**config.mk**
```make
export PLATFORM = sky130hd
export DESIGN_NAME = sparse_relation_set_table
export DESIGN_NICKNAME = d
export VERILOG_FILES = /design/src/rtl/core/srst_pkg.sv /design/src/rtl/core/srst_fifo.sv /design/src/rtl/core/srst_front.sv /design/src/rtl/core/srst_engine.sv /design/src/rtl/core/sparse_relation_set_table.sv
export SDC_FILE = /design/constraint.sdc
export NUM_CORES = 1
export LEC_CHECK = 0
export BUFFER_PORTS_ARGS = -buffer_cell sky130_fd_sc_hd__buf_2
export CAP_MARGIN = 25
export CORE_MARGIN = 8
export CORE_UTILIZATION = 40
export DETAILED_ROUTE_END_ITERATION = 16
export GPL_TIMING_DRIVEN = 0
export PLACE_DENSITY = 0.62
export SLEW_MARGIN = 10
export SYNTH_ARGS = -nofsm -noshare
export SYNTH_HDL_FRONTEND = slang
export SYNTH_HIERARCHICAL = 1
export SYNTH_SLANG_ARGS = --single-unit
export TNS_END_PERCENT = 20
```
**constraint.sdc**
```tcl
create_clock -name clk -period 11.35 [get_ports clk]
set_clock_uncertainty 0.1 [all_clocks]
set_input_delay 1.135 -clock clk [delete_from_list [all_inputs] [get_ports clk]]
set_output_delay 1.135 -clock clk [all_outputs]
set_load 0.005 [all_outputs]
```
**src/rtl/core/srst_pkg.sv**
```systemverilog
// shared types and codes for the sparse relation set table
`default_nettype none

package srst_pkg;

  localparam logic [1:0] FUNC_ADD   = 2'd0;
  localparam logic [1:0] FUNC_GET   = 2'd1;
  localparam logic [1:0] FUNC_PURGE = 2'd2;

  localparam logic STATUS_OK   = 1'b0;
  localparam logic STATUS_FULL = 1'b1;

  typedef enum logic [2:0] {
    OP_NOP    = 3'd0,
    OP_GET    = 3'd1,
    OP_STORE  = 3'd2,
    OP_REMOVE = 3'd3,
    OP_PURGE  = 3'd4
  } op_t;

  localparam int OP_BITS = 3;

  typedef enum logic [3:0] {
    ST_IDLE  = 4'b0001,
    ST_SCAN  = 4'b0010,
    ST_APPLY = 4'b0100,
    ST_CLEAR = 4'b1000
  } eng_state_t;

  typedef struct packed {
    logic take;
    logic init_busy;
  } eng_ctrl_t;

endpackage

`default_nettype wire

```
**src/rtl/core/srst_fifo.sv**
```systemverilog
// small first-in first-out buffer of registers
`default_nettype none

module srst_fifo #(
  parameter int WIDTH = 8,
  parameter int DEPTH = 2
) (
  input  logic             clk,
  input  logic             rst,
  input  logic             wr_en,
  input  logic [WIDTH-1:0] wr_data,
  input  logic             rd_en,
  output logic [WIDTH-1:0] rd_data,
  output logic             full,
  output logic             empty
);

  localparam int PTR_BITS = (DEPTH > 1) ? $clog2(DEPTH) : 1;
  localparam int CNT_BITS = $clog2(DEPTH + 1);

  logic [WIDTH-1:0]    store [DEPTH];
  logic [PTR_BITS-1:0] wr_ptr;
  logic [PTR_BITS-1:0] rd_ptr;
  logic [CNT_BITS-1:0] count;
  logic                do_wr;
  logic                do_rd;

  assign full    = (count == CNT_BITS'(DEPTH));
  assign empty   = (count == '0);
  assign do_wr   = wr_en && !full;
  assign do_rd   = rd_en && !empty;
  assign rd_data = store[rd_ptr];

  always_ff @(posedge clk) begin
    if (do_wr) begin
      store[wr_ptr] <= wr_data;
    end
  end

  always_ff @(posedge clk) begin
    if (rst) begin
      wr_ptr <= '0;
      rd_ptr <= '0;
      count  <= '0;
    end else begin
      if (do_wr) begin
        wr_ptr <= (wr_ptr == PTR_BITS'(DEPTH - 1)) ? '0 : wr_ptr + 1'b1;
      end
      if (do_rd) begin
        rd_ptr <= (rd_ptr == PTR_BITS'(DEPTH - 1)) ? '0 : rd_ptr + 1'b1;
      end
      if (do_wr && !do_rd) begin
        count <= count + 1'b1;
      end else if (do_rd && !do_wr) begin
        count <= count - 1'b1;
      end
    end
  end

endmodule

`default_nettype wire

```
**src/rtl/core/srst_front.sv**
```systemverilog
// front end: takes items, decodes them into table commands and queues them
`default_nettype none

module srst_front
  import srst_pkg::*;
#(
  parameter int KEY_BITS = 16,
  parameter int REL_BITS = 13
) (
  input  logic                clk,
  input  logic                rst,
  input  logic                push,
  output logic                full,
  input  logic [1:0]          func,
  input  logic [KEY_BITS-1:0] ident,
  input  logic [REL_BITS-1:0] rel_set,
  input  eng_ctrl_t           ctrl,
  output logic                cmd_valid,
  output op_t                 cmd_op,
  output logic [KEY_BITS-1:0] cmd_key,
  output logic [REL_BITS-1:0] cmd_set
);

  localparam int CMD_BITS = OP_BITS + KEY_BITS + REL_BITS;

  op_t                 op_dec;
  logic                q_full;
  logic                q_empty;
  logic [CMD_BITS-1:0] q_out;

  always_comb begin
    case (func)
      FUNC_ADD:   op_dec = (rel_set == '1) ? OP_REMOVE : OP_STORE;
      FUNC_GET:   op_dec = OP_GET;
      FUNC_PURGE: op_dec = OP_PURGE;
      default:    op_dec = OP_NOP;
    endcase
  end

  // no items taken while the table is being cleared after reset
  assign full = q_full || ctrl.init_busy;

  srst_fifo #(
    .WIDTH (CMD_BITS),
    .DEPTH (2)
  ) u_cmd_q (
    .clk     (clk),
    .rst     (rst),
    .wr_en   (push && !full),
    .wr_data ({op_dec, ident, rel_set}),
    .rd_en   (ctrl.take),
    .rd_data (q_out),
    .full    (q_full),
    .empty   (q_empty)
  );

  assign cmd_valid = !q_empty;
  assign cmd_op    = op_t'(q_out[CMD_BITS-1 -: OP_BITS]);
  assign cmd_key   = q_out[REL_BITS +: KEY_BITS];
  assign cmd_set   = q_out[REL_BITS-1:0];

endmodule

`default_nettype wire

```
**src/rtl/core/srst_engine.sv**
```systemverilog
// back end: slot memory, sequential key search and table update
`default_nettype none

module srst_engine
  import srst_pkg::*;
#(
  parameter int SLOTS    = 16,
  parameter int KEY_BITS = 16,
  parameter int REL_BITS = 13
) (
  input  logic                clk,
  input  logic                rst,
  input  logic                cmd_valid,
  input  op_t                 cmd_op,
  input  logic [KEY_BITS-1:0] cmd_key,
  input  logic [REL_BITS-1:0] cmd_set,
  output eng_ctrl_t           ctrl,
  input  logic                res_full,
  output logic                res_push,
  output logic                res_status,
  output logic [REL_BITS-1:0] res_read_set
);

  localparam int IDX_BITS = (SLOTS > 1) ? $clog2(SLOTS) : 1;
  localparam int CNT_BITS = $clog2(SLOTS + 1);

  logic                mem_valid [SLOTS];
  logic [KEY_BITS-1:0] mem_key   [SLOTS];
  logic [REL_BITS-1:0] mem_set   [SLOTS];

  eng_state_t          state;
  op_t                 op;
  logic [KEY_BITS-1:0] key;
  logic [REL_BITS-1:0] set;
  logic [CNT_BITS-1:0] addr;
  logic                pend;
  logic [IDX_BITS-1:0] pend_idx;
  logic                found;
  logic [IDX_BITS-1:0] hit_idx;
  logic [REL_BITS-1:0] hit_set;
  logic                free_found;
  logic [IDX_BITS-1:0] free_idx;
  logic                init;

  logic                rd_valid;
  logic [KEY_BITS-1:0] rd_key;
  logic [REL_BITS-1:0] rd_set;

  logic                issuing;
  logic                take;
  logic                wr_en;
  logic [IDX_BITS-1:0] wr_addr;
  logic                wr_valid;

  assign issuing = (state == ST_SCAN) && (addr != CNT_BITS'(SLOTS));
  assign take    = (state == ST_IDLE) && cmd_valid && !res_full;

  assign ctrl.take      = take;
  assign ctrl.init_busy = init;

  always_comb begin
    wr_en    = 1'b0;
    wr_addr  = addr[IDX_BITS-1:0];
    wr_valid = 1'b0;
    case (state)
      ST_CLEAR: wr_en = 1'b1;
      ST_APPLY: begin
        case (op)
          OP_STORE: begin
            if (found) begin
              wr_en    = 1'b1;
              wr_addr  = hit_idx;
              wr_valid = 1'b1;
            end else if (free_found) begin
              wr_en    = 1'b1;
              wr_addr  = free_idx;
              wr_valid = 1'b1;
            end
          end
          OP_REMOVE: begin
            if (found) begin
              wr_en   = 1'b1;
              wr_addr = hit_idx;
            end
          end
          default: ;
        endcase
      end
      default: ;
    endcase
  end

  always_ff @(posedge clk) begin
    if (wr_en) begin
      mem_valid[wr_addr] <= wr_valid;
      mem_key[wr_addr]   <= key;
      mem_set[wr_addr]   <= set;
    end
  end

  always_ff @(posedge clk) begin
    if (issuing) begin
      rd_valid <= mem_valid[addr[IDX_BITS-1:0]];
      rd_key   <= mem_key[addr[IDX_BITS-1:0]];
      rd_set   <= mem_set[addr[IDX_BITS-1:0]];
    end
  end

  assign res_push     = (state == ST_APPLY);
  assign res_status   = (op == OP_STORE && !found && !free_found) ? STATUS_FULL : STATUS_OK;
  assign res_read_set = (op == OP_GET) ? (found ? hit_set : '1) : '0;

  always_ff @(posedge clk) begin
    if (take) begin
      op  <= cmd_op;
      key <= cmd_key;
      set <= cmd_set;
    end
    if (state == ST_SCAN && pend) begin
      if (rd_valid && rd_key == key && !found) begin
        hit_idx <= pend_idx;
        hit_set <= rd_set;
      end
      if (!rd_valid && !free_found) begin
        free_idx <= pend_idx;
      end
    end
    pend_idx <= addr[IDX_BITS-1:0];
  end

  always_ff @(posedge clk) begin
    if (rst) begin
      state      <= ST_CLEAR;
      addr       <= '0;
      pend       <= 1'b0;
      found      <= 1'b0;
      free_found <= 1'b0;
      init       <= 1'b1;
    end else begin
      case (state)
        ST_IDLE: begin
          if (take) begin
            addr       <= '0;
            pend       <= 1'b0;
            found      <= 1'b0;
            free_found <= 1'b0;
            case (cmd_op)
              OP_GET, OP_STORE, OP_REMOVE: state <= ST_SCAN;
              OP_PURGE:                    state <= ST_CLEAR;
              default:                     state <= ST_APPLY;
            endcase
          end
        end
        ST_SCAN: begin
          pend <= issuing;
          if (issuing) begin
            addr <= addr + 1'b1;
          end
          if (pend) begin
            if (rd_valid && rd_key == key) begin
              found <= 1'b1;
            end
            if (!rd_valid) begin
              free_found <= 1'b1;
            end
          end
          if (!issuing && !pend) begin
            state <= ST_APPLY;
          end
        end
        ST_APPLY: state <= ST_IDLE;
        ST_CLEAR: begin
          if (addr == CNT_BITS'(SLOTS - 1)) begin
            addr  <= '0;
            init  <= 1'b0;
            state <= init ? ST_IDLE : ST_APPLY;
          end else begin
            addr <= addr + 1'b1;
          end
        end
        default: state <= ST_IDLE;
      endcase
    end
  end

endmodule

`default_nettype wire

```
**src/rtl/core/sparse_relation_set_table.sv**
```systemverilog
// top level of the sparse relation set table
//
// maps an identifier to a relation set; an identifier with no entry reads
// as the full set. input items enter through push/full with func, ident and
// rel_set; one result item per input item leaves through empty/pop with
// status and read_set, in input order.
// func add stores or overwrites a set (the full set removes the entry),
// reporting status 1 when a new entry finds no free slot; get returns the
// stored set or all ones; purge empties the table.
// a two-entry command queue parts the decoder from the table engine, and a
// two-entry result queue parts the engine from the receiver, so input is
// still taken while a result waits for pop.
// each add or get runs a search that reads one slot of the table memory
// per cycle; a purge clears one slot per cycle.
// after rst the engine clears the table with full held high; both queues
// come out of reset empty.
// while pop stays low and the result queue fills, the engine waits and the
// command queue then fills, raising full.
`default_nettype none

module sparse_relation_set_table
  import srst_pkg::*;
#(
  parameter int SLOTS    = 16,
  parameter int KEY_BITS = 16,
  parameter int REL_BITS = 13
) (
  input  logic                clk,
  input  logic                rst,
  input  logic                push,
  output logic                full,
  input  logic [1:0]          func,
  input  logic [KEY_BITS-1:0] ident,
  input  logic [REL_BITS-1:0] rel_set,
  output logic                empty,
  input  logic                pop,
  output logic                status,
  output logic [REL_BITS-1:0] read_set
);

  eng_ctrl_t           ctrl;
  logic                cmd_valid;
  op_t                 cmd_op;
  logic [KEY_BITS-1:0] cmd_key;
  logic [REL_BITS-1:0] cmd_set;
  logic                res_full;
  logic                res_push;
  logic                res_status;
  logic [REL_BITS-1:0] res_read_set;

  srst_front #(
    .KEY_BITS (KEY_BITS),
    .REL_BITS (REL_BITS)
  ) u_front (
    .clk       (clk),
    .rst       (rst),
    .push      (push),
    .full      (full),
    .func      (func),
    .ident     (ident),
    .rel_set   (rel_set),
    .ctrl      (ctrl),
    .cmd_valid (cmd_valid),
    .cmd_op    (cmd_op),
    .cmd_key   (cmd_key),
    .cmd_set   (cmd_set)
  );

  srst_engine #(
    .SLOTS    (SLOTS),
    .KEY_BITS (KEY_BITS),
    .REL_BITS (REL_BITS)
  ) u_engine (
    .clk          (clk),
    .rst          (rst),
    .cmd_valid    (cmd_valid),
    .cmd_op       (cmd_op),
    .cmd_key      (cmd_key),
    .cmd_set      (cmd_set),
    .ctrl         (ctrl),
    .res_full     (res_full),
    .res_push     (res_push),
    .res_status   (res_status),
    .res_read_set (res_read_set)
  );

  srst_fifo #(
    .WIDTH (1 + REL_BITS),
    .DEPTH (2)
  ) u_res_q (
    .clk     (clk),
    .rst     (rst),
    .wr_en   (res_push),
    .wr_data ({res_status, res_read_set}),
    .rd_en   (pop),
    .rd_data ({status, read_set}),
    .full    (res_full),
    .empty   (empty)
  );

endmodule

`default_nettype wire

```
After elaboration in Yosys (flattened, before gate mapping):

Memory sizes are Yosys's and may differ from the RTL's. A register that Yosys moved wholly into a read port is not among the register bits.
Index checks and enable logic that the tools add are counted.

* register bits: 78
* bits in latches: 0
* RAM bits: 572
* memory bits (read-only): 0
* bits of input ports: 35
* memories kept: 5

Memory list
* u_engine.mem_key: depth 16, width 16, rd ports 1, clocked after memory_dff 1, wr ports 1, RTL line srst_engine.sv:28 `logic [KEY_BITS-1:0] mem_key [SLOTS];`
* u_engine.mem_set: depth 16, width 13, rd ports 1, clocked after memory_dff 1, wr ports 1, RTL line srst_engine.sv:29 `logic [REL_BITS-1:0] mem_set [SLOTS];`
* u_front.u_cmd_q.store: depth 2, width 32, rd ports 1, clocked after memory_dff 1, wr ports 1, RTL line srst_fifo.sv:21 `logic [WIDTH-1:0] store [DEPTH];`
* u_res_q.store: depth 2, width 14, rd ports 1, clocked after memory_dff 1, wr ports 1, RTL line srst_fifo.sv:21
* u_engine.mem_valid: depth 16, width 1, rd ports 1, clocked after memory_dff 1, wr ports 1, RTL line srst_engine.sv:27 `logic mem_valid [SLOTS];`

* add/sub/neg operators: 9
* multiply operators: 0
* divide/modulo/power cells: 0
* magnitude comparators: 0
* equal/unequal tests: 26
* shift-type cells: 0
* muxes and demuxes: 53
* bitwise logic cells: 0
* reduce and logical (&&, ||, !) cells: 50

Operator list (count)
* $mux W4: 7
* $mux W1: 26
* $mux W13: 2
* $logic_and A1 B1 Y1: 19
* $eq A16 B16 Y1: 1
* $pmux W4 S2: 2
* $mux W5: 3
* $pmux W5 S3: 1
* $logic_not A1 Y1: 14
* $eq A13 B13 Y1 const B: 1
* $eq A3 B2 Y1 const B: 4
* $pmux W4 S3: 1
* $pmux W1 S2: 5
* $pmux W3 S3: 1
* $mux W2: 4
* $ne A2 B2 Y1 const B: 4
* $reduce_and A2 Y1: 4
* $reduce_and A4 Y1: 2
* $eq A2 B2 Y1 const B: 3
* $eq A3 B1 Y1 const B: 2
* $logic_not A2 Y1: 3
* $ne A2 B1 Y1 const B: 3
* $reduce_and A3 Y1: 2
* $reduce_bool A2 Y1: 3
* 16 further kinds: 21

Longest topological paths before layout:

* depth after elaboration: 9
* depth in mapped cells: 12

Cells and area by module:

Netlist, hierarchy kept.

Modules (own cells, without submodules)
* srst_engine: instances 1, cells an instance 959, area each 22049.9 sq um, sequential area each 17246.5 sq um
* srst_fifo (u_front.u_cmd_q): instances 1, cells an instance 125, area each 2526.2 sq um, sequential area each 2021.9 sq um
* srst_fifo (u_res_q): instances 1, cells an instance 68, area each 1221.2 sq um, sequential area each 940.9 sq um
* srst_front: instances 1, cells an instance 13, area each 65.1 sq um, sequential area each 0.0 sq um

Worst setup path after synthesis:

OpenSTA, ideal clock, no wires.

* path type: register to register
* from: reg u_engine.state[0]
* to: mem u_engine.mem_key[11][0] (enable)
* setup time: 455 ps
* arrival: 3727 ps
* setup slack: 7068 ps
* stages on the path, launching flop included: 7
* clock period less this slack: 4282 ps
* path through: dfxtp_1 > buf_2 > or4b_4 > clkinv_2 > o211a_1 > mux2_2 > nor3_1

* longest elaborated chain between the ends: 4

Ends and longest elaborated chain
* start: declaration: RTL line srst_engine.sv:31 `eng_state_t state;`
* start signal: assignment: RTL line srst_engine.sv:176 `state <= init ? ST_IDLE : ST_APPLY;`
* $eq A4 B3 Y1 (*)
* named net res_push: RTL line sparse_relation_set_table.sv:47 `logic res_push;`
* $pmux W1 S2: RTL line srst_engine.sv:65 `case (state)`
* $mux W1: RTL line srst_engine.sv:94 `if (wr_en) begin`
* $mux W1 (implied by the code): RTL line srst_engine.sv:96 `mem_key[wr_addr] <= key;`
* end: declaration: RTL line srst_engine.sv:28

The timed path passes the listed nets; every way through them passes the cells marked *.

Worst setup path after layout:

* from: reg u_engine.addr[2]
* to: mem u_engine.mem_key[6][14] (enable)

* longest elaborated chain between the ends: 4

Ends and longest elaborated chain
* start: declaration: RTL line srst_engine.sv:35 `logic [CNT_BITS-1:0] addr;`
* start signal: assignment: RTL line srst_engine.sv:157 `addr <= addr + 1'b1;`
* start signal: assignment: RTL line srst_engine.sv:178 `addr <= addr + 1'b1;`
* $mux W4: RTL line srst_engine.sv:74 `end else if (free_found) begin`
* $mux W4: RTL line srst_engine.sv:70 `if (found) begin`
* $pmux W4 S2: RTL line srst_engine.sv:68 `case (op)`
* $mux W4 (*): RTL line srst_engine.sv:65

Every way passes the cells marked *; elsewhere a longest branch is shown, timed or not.

==> results.py <==
metrics = {
    "status": {
        "status": "completed",
    },
    "final_layout": {
        "layout_commonest_cell": "edfxtp_1",
        "drive_above_1_share_pct": 33.3,
        "most-common-layout-cells": "edfxtp_1 (655), mux4_2 (150), clkbuf_16 (70), buf_2 (67), mux2_2 (46)",
        "diodes": 0,
        "area_growth_pct": 16.7,
        "stdcell_count": 2252,
        "num-nets-final": 1395,
    },
    "global_route": {
        "grt_pass1_vias": 12701,
        "antenna_found_initial": 1,
        "overflow": 0,
        "track_usage_pct": 15.7,
        "grt_pass1_wl_um": 85200,
        "grt_max_degree": 30,
    },
    "die": {
        "die_area_um2": 73000,
        "start_util_pct": 40.3,
        "core_area_um2": 64200,
        "die_w_um": 270,
        "dieHeight_um": 270,
        "io_pins": 51,
        "rows": 93,
    },
    "setup_path": {
        "cp_cell_sequence": "buf_2, buf_1, nand2_1, o21a_1, nor3_2, buf_4, buf_6, buf_6",
        "crit_fanout": 10,
        "crit_family": "buffers and inverters",
        "slowest_stage": "nor3_2",
        "end_kind": "flip-flop",
        "start_kind": "flip-flop",
        "path_buf_inv": 5,
        "arrival_ps": 4250,
        "crit_path_frequent_cell": "buf_6",
        "r2r_slack_ps": 7310,
        "critPathMaxStageDelay_ps": 810,
        "crit_type": "flip-flop to flip-flop",
        "worstPathRequired_ps": 11550,
    },
    "placement": {
        "portBuffers": 50,
        "dp_hpwl_um": 39200,
        "dp_cells": 2138,
        "gp_congestion": 0.805,
    },
    "timing": {
        "min_period_over_period_pct": 35.6,
        "worst_slew_pin_slew_ps": 999,
        "hold_violations": 0,
        "final.min_clock_period_ps": 4040,
        "fmax_mhz": 247,
        "final-setup-viol-count": 0,
        "fin_setup_tns_ps": 0,
        "timing.hold.ws_ps": 251,
        "rsz0062_at_grt": "no",
        "slew_violations": 0,
        "slew_headroom_pct": 33.4,
    },
    "logic_synthesis": {
        "synth_area_leader_cell": "edfxtp_1",
        "yosys.area_share.simple_pct": 2.38,
        "yosysSeqAreaShare_pct": 78.1,
        "synth_edf_count": 655,
        "synth_mux_area_share_pct": 15.3,
        "synth_area_leaders": "edfxtp_1 (76%), mux4_2 (13%), dfxtp_1 (2.1%)",
        "synth_top_family_by_area": "multiplexers",
        "synth_flop_cell": "edfxtp_1",
        "synth_fa_ha_area_share_pct": 0.290,
        "synth_warnings": 6,
        "synthCells": 1165,
        "synth.distinct_cells": 60,
        "synth-xor-area-share_pct": 0.745,
        "synth_compound_area_share_pct": 1.65,
        "yosysTopAreaCellShare_pct": 76.1,
        "ys_async_sr_fraction_pct": 0,
        "syn_avg_cell_area_um2": 22.2,
        "netlist_area_um2": 25900,
        "synth_nets": 1206,
        "ys_seq_elements": 682,
    },
    "drt": {
        "ant_nets": 0,
        "routed_wl_um": 57700,
        "vias": 12198,
        "drc": 0,
        "wl_per_cell_um": 25.6,
        "drt_pass1_iterations": 5,
        "drt-initial-drc-count": 1168,
        "via_per_inst": 5.42,
    },
    "clock_network": {
        "hold_buffers": 0,
        "root_buffer": "clkbuf_16",
        "cts_buffers": 68,
        "postCtsSetupRepairBufs": 0,
        "insertion_delay_ps": 600,
        "tritoncts": "done",
        "cts_sinks": 682,
        "clockBufferDepth": 3,
        "htreeDepth": 3,
        "clk_pin_slew_ps": 60,
        "cts_resized": 0,
    },
    "min_path": {
        "min_path_type": "flip-flop to flip-flop",
    },
    "pwr": {
        "p_per_area_nw_per_um2": 191,
        "peakVddDrop_uv": 126,
        "leakagePower_uw": 0.00958,
    },
    "job": {
        "maxCapViolCount": 0,
    },
}
-- path summary, 6_finish.rpt --
path / startpoint / end / cells after the start
setup / recovery: u_engine/addr[2] / u_engine/mem_key[6][14] / 8
hold / removal: u_engine/addr[3] / u_engine/pend_idx[3] / 0
hold reg to reg: u_engine/addr[3] / u_engine/pend_idx[3] / 0
setup reg to reg: u_engine/addr[2] / u_engine/mem_key[6][14] / 8
-- per-stage QoR --
step / area (um^2) / worst slack [ps] / util, % / total power [uW]
6_report: 30200 / 7310 / 47.0 / 5770
5_1_grt: 30200 / 7180 / 47.0 / 5960
4_1_cts: 30200 / 7320 / 47.0 / 5830
3_5_place_dp: 28100 / 7330 / 43.7 / 3710
3_3_place_gp: 27200 / 2960 / 42.3 / 3670
2_1_floorplan: 25900 / 7070 / - / 3440
-- worst register-to-register path: stages, from the launching register on --
cell     delay (ps)
dfxtp_1         340
buf_2           360
buf_1           750
nand2_1         370
o21a_1          330
nor3_2          810
buf_4           350
buf_6           180
buf_6           150
-- cell type report --
| class | instances | area, um^2 |
|---|---|---|
| clock inverter | 23 | 206 |
| tap | 855 | 1070 |
| inverter | 29 | 110 |
| timing repair buffer | 119 | 1050 |
| buffer | 52 | 273 |
| fill | 5256 | 34100 |
| sequential | 682 | 20200 |
| clock buffer | 90 | 1870 |
| multi-input combinational | 402 | 5390 |
-- registers in the layout, summed over array words and instances (netlist names), 16 cells and up, named ones only --
name,count
u_engine/mem_key,256
u_engine/mem_set,208
u_front/u_cmd_q/store,64
u_res_q/store,28
u_engine/key,16
u_engine/mem_valid,16
u_engine/rd_key,16
-- Yosys cell counts (all sizes together), types with 7 or more instances --
cell and instances:
mux4 150, xor2 17, nor2b 7, nand4 7
o21ai 13, nor3 15, or3 7, nor2 27
inv 28, buf 33, mux2 48, a21oi 27
nand2 11, clkbuf 19, dfxtp 27, edfxtp 655
-- report_power, final --
| part | switching [uW] | internal, uW | total (uW) |
|---|---|---|---|
| registers | 21.7 | 2860 | 2880 |
| logic | 397 | 368 | 766 |
| clock network | 897 | 1220 | 2120 |
| total | 1320 | 4450 | 5770 |
-- layer usage --
layer | wire [um] | GRT usage (%) | vias to the layer above
met4 | 1280 | 4.93 | 0
li1 | - | - | 5217
met1 | 24000 | 20.5 | 6547
met5 | 0 | 0 | -
met2 | 29800 | 27.1 | 350
met3 | 2740 | 2.35 | 84
-- logic make-up after synthesis --
| kind of cell | count (synthesis) |
|---|---|
| AOI/OAI and AO/OA | 64 |
| buffers and inverters | 81 |
| and+or+nand+nor | 108 |
| adders and majority gates | 6 |
| DFF | 682 |
| xor gates and xnor gates | 22 |
| muxes | 202 |
(Power assumes the default switching activity.)
